==> config.mk <==
export PLATFORM = sky130hd
export DESIGN_NAME = id_allocator_free_list
export DESIGN_NICKNAME = d
export VERILOG_FILES = /design/src/hw/rtl/idal_pkg.sv /design/src/hw/rtl/id_allocator_free_list.sv /design/src/hw/rtl/idal_ring.sv
export SDC_FILE = /design/constraint.sdc
export NUM_CORES = 2
export LEC_CHECK = 0
export BUFFER_PORTS_ARGS = -buffer_cell sky130_fd_sc_hd__clkbuf_2
export CAP_MARGIN = 40
export CORE_MARGIN = 2
export CORE_UTILIZATION = 46
export CTS_CLUSTER_DIAMETER = 200
export DETAILED_ROUTE_END_ITERATION = 7
export PLACE_DENSITY = 0.61
export SYNTH_ARGS = -nofsm -noshare
export SYNTH_HDL_FRONTEND = slang
export SYNTH_SLANG_ARGS = --single-unit
==> constraint.sdc <==
create_clock -name clk -period 14.9 [get_ports clk]
set_clock_uncertainty 0.15 [all_clocks]
set_input_delay 1.49 -clock clk [delete_from_list [all_inputs] [get_ports clk]]
set_output_delay 1.49 -clock clk [all_outputs]
set_load 0.1 [all_outputs]
==> src/hw/rtl/idal_pkg.sv <==
// Shared types and constants of the identifier allocator.
`default_nettype none

package idal_pkg;

    // Default number of identifiers handed out
    localparam int ID_COUNT_DEF = 256;

    // Width of the request and result identifier fields
    localparam int REQ_W = 8;

    // Command codes
    typedef enum logic [2:0] {
        CMD_ALLOC   = 3'd0,
        CMD_CLAIM   = 3'd1,
        CMD_RELEASE = 3'd2,
        CMD_QUERY   = 3'd3,
        CMD_CLEAR   = 3'd4
    } cmd_t;

    // Result status codes
    typedef enum logic [1:0] {
        ST_DONE      = 2'd0,
        ST_EXHAUSTED = 2'd1,
        ST_TAKEN     = 2'd2,
        ST_NOT_ALLOC = 2'd3
    } stat_t;

    // Sequencer states
    typedef enum logic [2:0] {
        S_SWEEP,
        S_IDLE,
        S_EXEC,
        S_FIN,
        S_SCAN
    } state_t;

    // Port strobes of the released-id ring
    typedef struct packed {
        logic rd_en;
        logic wr_en;
    } ring_ctl_t;

endpackage

`default_nettype wire

==> src/hw/rtl/id_allocator_free_list.sv <==
// Top level of the identifier allocator with an ordered list of released ids.
//
// Usage: a command transfer (command, req_id) is taken at a rising edge with start
// high and busy low. Exactly one result (ok, result_id, status) follows, shown for
// one cycle with done high; the receiver cannot stall it and must take it then.
// Steps after acceptance: allocate from the fresh counter, exhausted, out-of-range
//   ids, clear and unused codes finish in the execute state; allocate from the
//   released list, release and query wait on a memory read and finish in a final
//   state; claim walks the released-id ring, one entry per cycle through its single
//   read port, compacting the list as it goes, and finishes when the walk ends.
// One command is in work at a time; except after clear, busy drops as the result is
// shown, so the next command may be taken in that same cycle.
// Reset and clear: the allocated bitmap is a memory and is wiped by a sweep over
// all ID_COUNT entries, one entry per cycle, during which busy stays high. The clear
// result is shown at the start of its sweep.
`default_nettype none

module id_allocator_free_list
    import idal_pkg::*;
#(
    parameter int ID_COUNT = ID_COUNT_DEF
)
(
    input  wire logic             clk,
    input  wire logic             rst_n,
    input  wire logic             start,
    output logic                  busy,
    input  wire logic [2:0]       command,
    input  wire logic [REQ_W-1:0] req_id,
    output logic                  done,
    output logic                  ok,
    output logic      [REQ_W-1:0] result_id,
    output logic      [1:0]       status
);

    localparam int IDW = $clog2(ID_COUNT);
    localparam int CW  = $clog2(ID_COUNT + 1);
    localparam logic [CW-1:0]  CNT_MAX  = CW'(ID_COUNT);
    localparam logic [IDW-1:0] LAST_ID  = IDW'(ID_COUNT - 1);
    localparam logic [31:0]    ID_LIMIT = 32'(ID_COUNT);

    // Control registers
    state_t         state_reg, state_next;
    logic [IDW-1:0] head_reg, head_next;
    logic [CW-1:0]  count_reg, count_next;
    logic [CW-1:0]  fresh_reg, fresh_next;
    logic [CW-1:0]  i_reg, i_next;
    logic [CW-1:0]  w_reg, w_next;
    logic           pend_reg, pend_next;
    logic           found_reg, found_next;
    logic [IDW-1:0] sweep_reg, sweep_next;
    logic           done_reg, done_next;

    // Payload registers
    logic [2:0]       cmd_reg, cmd_next;
    logic [REQ_W-1:0] id_reg, id_next;
    logic             ok_reg, ok_next;
    logic [REQ_W-1:0] res_reg, res_next;
    stat_t            status_reg, status_next;

    // Allocated bitmap
    logic           map_mem [ID_COUNT];
    logic           map_rd_reg;
    logic           map_we;
    logic [IDW-1:0] map_wa;
    logic           map_wd;

    // Ring port signals
    ring_ctl_t      ring_ctl;
    logic [IDW-1:0] ring_rd_off;
    logic [IDW-1:0] ring_wr_off;
    logic [IDW-1:0] ring_wr_data;
    logic [IDW-1:0] ring_rd_data;

    // Decoded conditions
    logic [31:0]    id_wide;
    logic [IDW-1:0] id_idx;
    logic           in_range;
    logic           id_ge_fresh;
    logic           scan_end;
    cmd_t           cmd;

    assign id_wide     = {{(32-REQ_W){1'b0}}, id_reg};
    assign id_idx      = IDW'(id_reg);
    assign in_range    = id_wide < ID_LIMIT;
    assign id_ge_fresh = id_wide >= 32'(fresh_reg);
    assign scan_end    = (i_reg == count_reg) && !pend_reg;
    assign cmd         = cmd_t'(cmd_reg);

    idal_ring #(
        .ID_COUNT (ID_COUNT)
    ) u_ring (
        .clk     (clk),
        .head    (head_reg),
        .ctl     (ring_ctl),
        .rd_off  (ring_rd_off),
        .wr_off  (ring_wr_off),
        .wr_data (ring_wr_data),
        .rd_data (ring_rd_data)
    );

    // Next state
    always_comb
    begin
        state_next = state_reg;
        unique case (state_reg)
            S_SWEEP:
            begin
                if (sweep_reg == LAST_ID)
                begin
                    state_next = S_IDLE;
                end
            end
            S_IDLE:
            begin
                if (start)
                begin
                    state_next = S_EXEC;
                end
            end
            S_EXEC:
            begin
                unique case (cmd)
                    CMD_ALLOC:   state_next = (count_reg != '0) ? S_FIN : S_IDLE;
                    CMD_CLAIM:   state_next = in_range ? S_SCAN : S_IDLE;
                    CMD_RELEASE: state_next = in_range ? S_FIN : S_IDLE;
                    CMD_QUERY:   state_next = in_range ? S_FIN : S_IDLE;
                    CMD_CLEAR:   state_next = S_SWEEP;
                    default:     state_next = S_IDLE;
                endcase
            end
            S_FIN:
            begin
                state_next = S_IDLE;
            end
            S_SCAN:
            begin
                if (scan_end)
                begin
                    state_next = S_IDLE;
                end
            end
            default:
            begin
                state_next = S_IDLE;
            end
        endcase
    end

    // Datapath and memory control
    always_comb
    begin
        head_next    = head_reg;
        count_next   = count_reg;
        fresh_next   = fresh_reg;
        i_next       = i_reg;
        w_next       = w_reg;
        pend_next    = 1'b0;
        found_next   = found_reg;
        sweep_next   = sweep_reg;
        done_next    = 1'b0;
        cmd_next     = cmd_reg;
        id_next      = id_reg;
        ok_next      = ok_reg;
        res_next     = res_reg;
        status_next  = status_reg;
        map_we       = 1'b0;
        map_wa       = id_idx;
        map_wd       = 1'b0;
        ring_ctl     = '0;
        ring_rd_off  = '0;
        ring_wr_off  = '0;
        ring_wr_data = id_idx;

        unique case (state_reg)
            // Wipe one bitmap entry per cycle
            S_SWEEP:
            begin
                map_we     = 1'b1;
                map_wa     = sweep_reg;
                map_wd     = 1'b0;
                sweep_next = sweep_reg + IDW'(1);
            end

            // Latch the command transfer
            S_IDLE:
            begin
                if (start)
                begin
                    cmd_next = command;
                    id_next  = req_id;
                end
            end

            // First step of each command
            S_EXEC:
            begin
                res_next    = id_reg;
                ok_next     = 1'b0;
                status_next = ST_DONE;
                unique case (cmd)
                    CMD_ALLOC:
                    begin
                        if (count_reg != '0)
                        begin
                            ring_ctl.rd_en = 1'b1;
                        end
                        else if (fresh_reg != CNT_MAX)
                        begin
                            map_we     = 1'b1;
                            map_wa     = IDW'(fresh_reg);
                            map_wd     = 1'b1;
                            fresh_next = fresh_reg + CW'(1);
                            done_next  = 1'b1;
                            ok_next    = 1'b1;
                            res_next   = REQ_W'(fresh_reg);
                        end
                        else
                        begin
                            done_next   = 1'b1;
                            res_next    = '0;
                            status_next = ST_EXHAUSTED;
                        end
                    end
                    CMD_CLAIM:
                    begin
                        i_next     = '0;
                        w_next     = '0;
                        found_next = 1'b0;
                        if (!in_range)
                        begin
                            done_next   = 1'b1;
                            status_next = ST_EXHAUSTED;
                        end
                    end
                    CMD_RELEASE, CMD_QUERY:
                    begin
                        if (!in_range)
                        begin
                            done_next   = 1'b1;
                            status_next = ST_NOT_ALLOC;
                        end
                    end
                    CMD_CLEAR:
                    begin
                        head_next  = '0;
                        count_next = '0;
                        fresh_next = '0;
                        sweep_next = '0;
                        done_next  = 1'b1;
                        ok_next    = 1'b1;
                    end
                    default:
                    begin
                        done_next = 1'b1;
                    end
                endcase
            end

            // Finish commands that waited on a memory read
            S_FIN:
            begin
                done_next = 1'b1;
                unique case (cmd)
                    CMD_ALLOC:
                    begin
                        head_next  = (head_reg == LAST_ID) ? '0 : head_reg + IDW'(1);
                        count_next = count_reg - CW'(1);
                        map_we     = 1'b1;
                        map_wa     = ring_rd_data;
                        map_wd     = 1'b1;
                        ok_next    = 1'b1;
                        res_next   = REQ_W'(ring_rd_data);
                    end
                    CMD_RELEASE:
                    begin
                        if (map_rd_reg)
                        begin
                            map_we  = 1'b1;
                            map_wd  = 1'b0;
                            ok_next = 1'b1;
                            if (count_reg != CNT_MAX)
                            begin
                                ring_ctl.wr_en = 1'b1;
                                ring_wr_off    = IDW'(count_reg);
                                count_next     = count_reg + CW'(1);
                            end
                        end
                        else
                        begin
                            status_next = ST_NOT_ALLOC;
                        end
                    end
                    default:
                    begin
                        ok_next     = map_rd_reg;
                        status_next = map_rd_reg ? ST_DONE : ST_NOT_ALLOC;
                    end
                endcase
            end

            // Walk the ring, dropping the claimed id and compacting the rest
            S_SCAN:
            begin
                if (i_reg != count_reg)
                begin
                    ring_ctl.rd_en = 1'b1;
                    ring_rd_off    = IDW'(i_reg);
                    i_next         = i_reg + CW'(1);
                    pend_next      = 1'b1;
                end
                if (pend_reg)
                begin
                    if (ring_rd_data == id_idx)
                    begin
                        found_next = 1'b1;
                    end
                    else
                    begin
                        ring_ctl.wr_en = 1'b1;
                        ring_wr_off    = IDW'(w_reg);
                        ring_wr_data   = ring_rd_data;
                        w_next         = w_reg + CW'(1);
                    end
                end
                if (scan_end)
                begin
                    done_next = 1'b1;
                    if (found_reg || id_ge_fresh)
                    begin
                        count_next = w_reg;
                        if (id_ge_fresh)
                        begin
                            fresh_next = CW'(id_wide + 32'd1);
                        end
                        map_we  = 1'b1;
                        map_wd  = 1'b1;
                        ok_next = 1'b1;
                    end
                    else
                    begin
                        status_next = ST_TAKEN;
                    end
                end
            end

            default:
            begin
                done_next = 1'b0;
            end
        endcase
    end

    // Control registers
    always_ff @(posedge clk or negedge rst_n)
    begin
        if (!rst_n)
        begin
            state_reg <= S_SWEEP;
            head_reg  <= '0;
            count_reg <= '0;
            fresh_reg <= '0;
            i_reg     <= '0;
            w_reg     <= '0;
            pend_reg  <= 1'b0;
            found_reg <= 1'b0;
            sweep_reg <= '0;
            done_reg  <= 1'b0;
        end
        else
        begin
            state_reg <= state_next;
            head_reg  <= head_next;
            count_reg <= count_next;
            fresh_reg <= fresh_next;
            i_reg     <= i_next;
            w_reg     <= w_next;
            pend_reg  <= pend_next;
            found_reg <= found_next;
            sweep_reg <= sweep_next;
            done_reg  <= done_next;
        end
    end

    // Payload registers
    always_ff @(posedge clk)
    begin
        cmd_reg    <= cmd_next;
        id_reg     <= id_next;
        ok_reg     <= ok_next;
        res_reg    <= res_next;
        status_reg <= status_next;
    end

    // Bitmap memory, read at the latched id
    always_ff @(posedge clk)
    begin
        if (map_we)
        begin
            map_mem[map_wa] <= map_wd;
        end
        map_rd_reg <= map_mem[id_idx];
    end

    assign busy      = (state_reg != S_IDLE);
    assign done      = done_reg;
    assign ok        = ok_reg;
    assign result_id = res_reg;
    assign status    = status_reg;

    // Results never come in adjacent cycles
    a_done_gap: assert property (@(posedge clk) disable iff (!rst_n)
        done_reg |=> !done_reg)
        else $error("result strobe held for two cycles");

    // The released list never grows beyond the id space
    a_count_max: assert property (@(posedge clk) disable iff (!rst_n)
        count_reg <= CNT_MAX)
        else $error("released list count beyond id space");

    // The fresh counter saturates at the id space
    a_fresh_max: assert property (@(posedge clk) disable iff (!rst_n)
        fresh_reg <= CNT_MAX)
        else $error("fresh counter beyond id space");

    // Compaction never writes ahead of the read index
    a_scan_order: assert property (@(posedge clk) disable iff (!rst_n)
        (state_reg == S_SCAN) |-> (w_reg <= i_reg) && (i_reg <= count_reg))
        else $error("ring walk pointers out of order");

endmodule

`default_nettype wire

==> src/hw/rtl/idal_ring.sv <==
// Released-id ring: circular memory with head-relative read and write ports.
`default_nettype none

module idal_ring
    import idal_pkg::*;
#(
    parameter int ID_COUNT = ID_COUNT_DEF,
    localparam int IDW = $clog2(ID_COUNT)
)
(
    input  wire logic           clk,
    input  wire logic [IDW-1:0] head,
    input  wire ring_ctl_t      ctl,
    input  wire logic [IDW-1:0] rd_off,
    input  wire logic [IDW-1:0] wr_off,
    input  wire logic [IDW-1:0] wr_data,
    output logic      [IDW-1:0] rd_data
);

    localparam logic [IDW:0] DEPTH = (IDW+1)'(ID_COUNT);

    logic [IDW-1:0] mem [ID_COUNT];
    logic [IDW:0]   rd_sum;
    logic [IDW:0]   wr_sum;
    logic [IDW-1:0] rd_addr;
    logic [IDW-1:0] wr_addr;

    // Head plus offset, wrapped once around the ring
    always_comb
    begin
        rd_sum = {1'b0, head} + {1'b0, rd_off};
        wr_sum = {1'b0, head} + {1'b0, wr_off};
        rd_addr = (rd_sum >= DEPTH) ? IDW'(rd_sum - DEPTH) : IDW'(rd_sum);
        wr_addr = (wr_sum >= DEPTH) ? IDW'(wr_sum - DEPTH) : IDW'(wr_sum);
    end

    // Storage with registered read
    always_ff @(posedge clk)
    begin
        if (ctl.wr_en)
        begin
            mem[wr_addr] <= wr_data;
        end
        if (ctl.rd_en)
        begin
            rd_data <= mem[rd_addr];
        end
    end

endmodule

`default_nettype wire

; Yosys cells after proc, flatten, opt, wreduce, memory -nomap -nowiden
; Memories as Yosys holds them, arrays and structs flattened. A register that Yosys moved wholly into a read port is not among the register bits.
; Index checks and enable logic that the tools add are counted.
[word_totals]
reg_bits = 80
mem_bits_rw = 2304
input_bits = 14
output_inout_bits = 13
word_cells = 201
memories = 2
[op_classes]
add_sub_neg = 12
n_lt_le_gt_ge = 4
n_eq_ne = 37
n_mux = 107
reduce_logical = 24
[mem_list]
columns = name, words, word_bits, read_ports, rd_ports_with_merged_regs, write_ports, line_no
row1 = u_ring.mem, 256, 8, 1, 1, 1, idal_ring.sv:22  ; logic [IDW-1:0] mem [ID_COUNT];
row2 = map_mem, 256, 1, 1, 1, 1, id_allocator_free_list.sv:62  ; logic map_mem [ID_COUNT];
[op_table]
columns = op, n
row1 = 2-to-1 mux 8 bit, 23
row2 = 2-to-1 mux 9 bit, 14
row3 = one-hot mux 9 bit (2 select lines), 5
row4 = one-hot mux 8 bit (2 select lines), 4
row5 = "adder 9 x 1 -> 9 bit, second input constant", 4
row6 = 2-to-1 mux 1 bit, 32
row7 = one-hot mux 9 bit (3 select lines), 1
row8 = one-hot mux 3 bit (4 select lines), 2
row9 = one-hot mux 8 bit (3 select lines), 1
row10 = "!= test 2 bit, second input constant", 11
row11 = adder 8 x 8 -> 9 bit, 2
row12 = "greater-or-equal comparator 9 bit, second input constant", 2
row13 = "!= test 9 bit, second input constant", 2
row14 = "adder 8 x 1 -> 8 bit, second input constant", 2
row15 = "== test 8 bit, second input constant", 2
row16 = "subtractor 8 x 1 -> 8 bit, second input constant", 2
row17 = "!= test 3 bit, second input constant", 5
row18 = 2-to-1 mux 2 bit, 7
row19 = one-hot mux 1 bit (2 select lines), 7
row20 = AND reduction 7 bit, 2
row21 = "== test 3 x 2 -> 1 bit, second input constant", 4
row22 = 2-to-1 mux 3 bit, 4
row23 = one-hot mux 2 bit (3 select lines), 2
row24 = AND reduction 4 bit, 3
row25 = 27 further kinds, 41

; Logic depth before layout (Yosys ltp)
[logic_depth]
ltp_word = 8
mapped_depth = 20

; By module
; A second synthesis with hierarchy kept.
[hier_totals]
cells_unflattened = 5209
area_unflattened_um2 = 97533.5
[modules_own_cells]
columns = module, instances, cells_per_inst, area_each_um2
row1 = idal_ring, 1, 3818, 80843.8
row2 = id_allocator_free_list, 1, 1391, 16689.8

; Worst setup path after synthesis
; OpenSTA, ideal clock, no wires.
[synth_path]
kind = reg-to-reg
start = reg id_reg[2] (netlist: id_idx[2])
end = mem u_ring.mem[0][0] (netlist name), data pin
setup_ns = 2.188
arrival_time_ns = 11.405
setup_slack_ns = 1.157
path_stages_with_launch = 7
path_buffers = 2
period_less_slack_ns = 13.743
path_cell_list = edfxtp_1 > clkbuf_1 > xor2_1 > nor4_1 > a21oi_1 > clkbuf_1 > o21ai_0
[synth_between]
elab_chain_cells = 4
[synth_rtl]
columns = element, line_no
row1 = from (decl), id_allocator_free_list.sv:56  ; logic [REQ_W-1:0] id_reg, id_next;
row2 = from (signal assigned), id_allocator_free_list.sv:389  ; id_reg <= id_next;
row3 = == test 8 bit, id_allocator_free_list.sv:314  ; if (ring_rd_data == id_idx)
row4 = 2-to-1 mux 8 bit, id_allocator_free_list.sv:314
row5 = 2-to-1 mux 8 bit, id_allocator_free_list.sv:312  ; if (pend_reg)
row6 = 2-to-1 mux 8 bit, id_allocator_free_list.sv:175  ; unique case (state_reg)
row7 = named net ring_wr_data[0], id_allocator_free_list.sv:72  ; logic [IDW-1:0] ring_wr_data;
row8 = to (decl), idal_ring.sv:22
; The timed path passes the listed nets, and every way through them passes these cells.

; Worst setup path in the final report
[layout_path]
start = reg count_reg[8]
end = reg u_ring.rd_data[4] (read register of u_ring.mem), data pin
[layout_between]
elab_chain_cells = 6
elab_cells_between_ends = 12
cone_classes = add/sub (2) / order compare (1) / eq/ne (1) / mux (7) / reduce/logical (1)
[layout_rtl]
columns = element, line_no
row1 = from (decl), id_allocator_free_list.sv:45  ; logic [CW-1:0] count_reg, count_next;
row2 = from (signal assigned), id_allocator_free_list.sv:374  ; count_reg <= count_next;
row3 = != test 9 bit, id_allocator_free_list.sv:305  ; if (i_reg != count_reg)
row4 = 2-to-1 mux 8 bit, id_allocator_free_list.sv:305
row5 = 2-to-1 mux 8 bit, id_allocator_free_list.sv:175
row6 = adder 8 x 8 -> 9 bit, idal_ring.sv:31  ; rd_sum = {1'b0, head} + {1'b0, rd_off};
row7 = subtractor 8 x 1 -> 8 bit or greater-or-equal comparator 9 bit (tied branches), idal_ring.sv:33  ; rd_addr = (rd_sum >= DEPTH) ? IDW'(rd_sum - DEPTH) : IDW'(rd_sum);
row8 = 2-to-1 mux 8 bit, idal_ring.sv:33
row9 = to (decl), idal_ring.sv:17  ; output logic [IDW-1:0] rd_data
; Several ways; a longest one is shown, not always the timed one.
; A chain may end at the register's enable or synchronous reset.

==> impl_metrics.toml <==
[yosys]
ys_seq_area_share_pct = 73.9
synth_common_cells = "edfxtp_1 (2,334), mux4_2 (607), nor2_1 (575)"
syn_area_mm2 = 0.0968
synth_seq_cells = 2393
yosysMostFrequentCell = "edfxtp_1"
yosys_most_used_dff = "edfxtp_1"
synth_edf_count = 2334
ys_warn_count = 0
synth_area_leaders = "edfxtp_1 (72%), mux4_2 (14%), nor2_1 (2.2%)"
synth_fp_nets = 5305
synthesis.instances = 5252
syn_avg_cell_area_um2 = 18.4
yosysTopAreaCell = "edfxtp_1"
synth.distinct_cells = 81
synthArstFlopShare_pct = 2.42
synth_top_area_share_pct = 72.4

[critical_path]
crit_fanout = 123
crit_path_max_incr_delay_ps = 1160
critPathKind = "flip-flop to flip-flop"
endpoint_kind = "flip-flop"
r2r-start = "count_reg[8]$_DFFE_PN0P_"
worst_path_dominant_cell_family = "simple AND/OR/NAND/NOR gates"
crit_start = "count_reg[8]$_DFFE_PN0P_"
required_ps = 15340
path_cells = "xnor2_1 > nand4_1 > or3_1 > and3_1 > ha_4 > fa_4 > buf_12 > buf_12 > mux4_2 > mux4_2 > o211ai_1 > a21oi_1 > and3_1 > or4_1"
cp-start-kind = "flip-flop"
cp_num_buf_inv = 2
arrival_ps = 7590
critPathSlowestCell = "fa_4"

[drt]
wl_per_cell_um = 29.2
drtAntennaViolNets = 0
routed_wl_um = 246000
drt-pass1-iter-count = 7
routed_via_density = 6.03
vias = 50800
drc = 0
drt-initial-drc-count = 6415

[pwr]
p_clk_share_pct = 37.1
power.density_mw_per_mm2 = 148
p_int_w = 0.0121
switching_share_pct = 25.4
power_frac_seq_pct = 48.1
max-vdd-ir-drop_uv = 117
cellLeakagePower_nw = 34.2
p_comb_share_pct = 14.8
p_switching_w = 0.00412

[global_routing]
grt_pass1_wl_um = 361000
grt_max_degree = 225
antenna_found_initial = 4
grt_pass1_vias = 50800
track_usage_pct = 22.9
overflow = 0

[final_layout]
syn_to_final_growth_pct = 13.0
largest_reg_flops = 2048
reg_top3 = "u_ring.mem (2048), map_mem (256)"
drive_above_1_share_pct = 22.8
fin_nets = 5452
top_register = "u_ring.mem"

[sta]
fmax_mhz = 140
maxSlewHeadroom_pct = 15.6
tns_ps = 0
grt_setup_unrepaired = "false"
holdWs_ps = 350
fin_crit_ps = 7150
tightest_slew_ps = 1270
post-route-period-util_pct = 48.0
final_hold_viol_count = 0
finalMaxSlewViolations = 0
setup_viol = 0

[clock_tree]
h-tree-depth = 4
clkTransAtPathRegs_ps = 60
postCtsHoldBufs = 0
post_cts_buffers = 0
root_buffer = "clkbuf_16"
cts_resized = 0
clock_path_buffers = 3
cts_buffers = 233
clock_latency_ps = 870
clock-sinks = 2393
cts_tree = "done"

[die]
die_y_um = 463
die_w_um = 463
io_pins = 27
coreArea_mm2 = 0.209
die-area_mm2 = 0.214
start_util_pct = 46.3
rows = 168

[run]
cap_violations = 0

[hold_path]
min_path_type = "flip-flop to flip-flop"
hold_start = "w_reg[8]$_DFFE_PN0P_"

[place]
portBuffers = 26
place_hpwl_um = 149000
gp_congestion = 0.855

[status]
outcome = "completed"
worst register-to-register path, cell delays in order (launching register included):
cell and delay (ps):
dfrtp_1 480, xnor2_1 220, nand4_1 180, or3_1 460
and3_1 260, ha_4 180, fa_4 1160, buf_12 590
buf_12 680, mux4_2 620, mux4_2 530, o211ai_1 300
a21oi_1 200, and3_1 350, or4_1 530
cell type report:
class,instances,area (um^2)
tap,2805,3510
inverter,30,113
sequential,2393,71600
multi-input combinational,2512,24100
clock buffer,285,6130
antenna,7,17.5
clock inverter,157,1680
timing repair buffer,229,2300
fill,16600,99900
power groups by stage:
stage | Combinational, W | Clock, W | Sequential, W
3_3_place_gp | 0.00232 | 0 | 0.00793
3_5_place_dp | 0.00242 | 0 | 0.00793
4_1_cts | 0.00242 | 0.00609 | 0.00779
5_1_grt | 0.00259 | 0.00636 | 0.00779
2_1_floorplan | 0.00162 | 0 | 0.00817
6_report | 0.00240 | 0.00601 | 0.00779
logic make-up after synthesis:
family / Yosys count / share of synthesized area, %
compound gates: 365 / 2.54
fa+ha+maj: 39 / 0.527
simple gates: 1377 / 6.21
mux: 671 / 14.8
flops: 2393 / 73.9
buf+inv: 347 / 1.51
xor+xnor: 60 / 0.543
worst paths after layout:
check	slack, ps	cells after the start	endpoint
setup / recovery	7750	14	u_ring.rd_data[4]$_DFFE_PP_
hold / removal	350	1	w_reg[8]$_DFFE_PN0P_
setup reg to reg	7750	14	u_ring.rd_data[4]$_DFFE_PP_
hold reg to reg	350	1	w_reg[8]$_DFFE_PN0P_
max in group asynchronous	13370	2	i_reg[3]$_DFFE_PN0P_
min in group asynchronous	670	2	w_reg[8]$_DFFE_PN0P_
metrics by stage:
| step | setup slack (ps) | utilization [%] | cells | area (um^2) | total power (W) |
|---|---|---|---|---|---|
| global placement | 7330 | 47.9 | 7859 | 100000 | 0.0103 |
| global route | 7390 | 52.3 | 8412 | 109000 | 0.0167 |
| finish | 7750 | 52.3 | 8418 | 109000 | 0.0162 |
| floorplan | 1160 | - | 5252 | 96800 | 0.00979 |
| CTS | 7760 | 52.3 | 8410 | 109000 | 0.0163 |
| detailed placement | 7780 | 48.5 | 7968 | 102000 | 0.0103 |
layout by cell type (no fill, tap or decap), types with 16 or more instances in the layout:
| cell | instances |
|---|---|
| and3_1 | 58 |
| o21ai_0 | 70 |
| ha_1 | 35 |
| mux4_2 | 607 |
| nand2_1 | 397 |
| nand2b_1 | 18 |
| nor4_1 | 16 |
| nand4_1 | 23 |
| buf_8 | 17 |
| a22oi_1 | 24 |
| dfrtp_1 | 58 |
| xnor2_1 | 32 |
| nand3_1 | 142 |
| a32oi_1 | 22 |
| mux2i_1 | 60 |
| clkbuf_2 | 26 |
| clkinv_1 | 56 |
| clkbuf_1 | 47 |
| xor2_1 | 26 |
| nand2_2 | 24 |
| a31oi_1 | 17 |
| clkinv_2 | 44 |
| clkbuf_16 | 238 |
| buf_12 | 17 |
| a211o_1 | 16 |
| nor2_2 | 25 |
| a21oi_1 | 82 |
| buf_4 | 146 |
| bufinv_16 | 31 |
| inv_1 | 30 |
| nor3_1 | 25 |
| nor2_1 | 569 |
| edfxtp_1 | 2334 |
layer usage:
metal  track usage (%)  part of all wire (%)  vias to the layer above
met1              33.1                    42                    26900
met3              4.10                   7.9                      369
li1                  -                     -                    21400
met4              6.17                   2.7                        0
met2              36.1                    48                     2144
met5                 0                     0                        -
No activity file was read; power rests on OpenSTA's default activity.
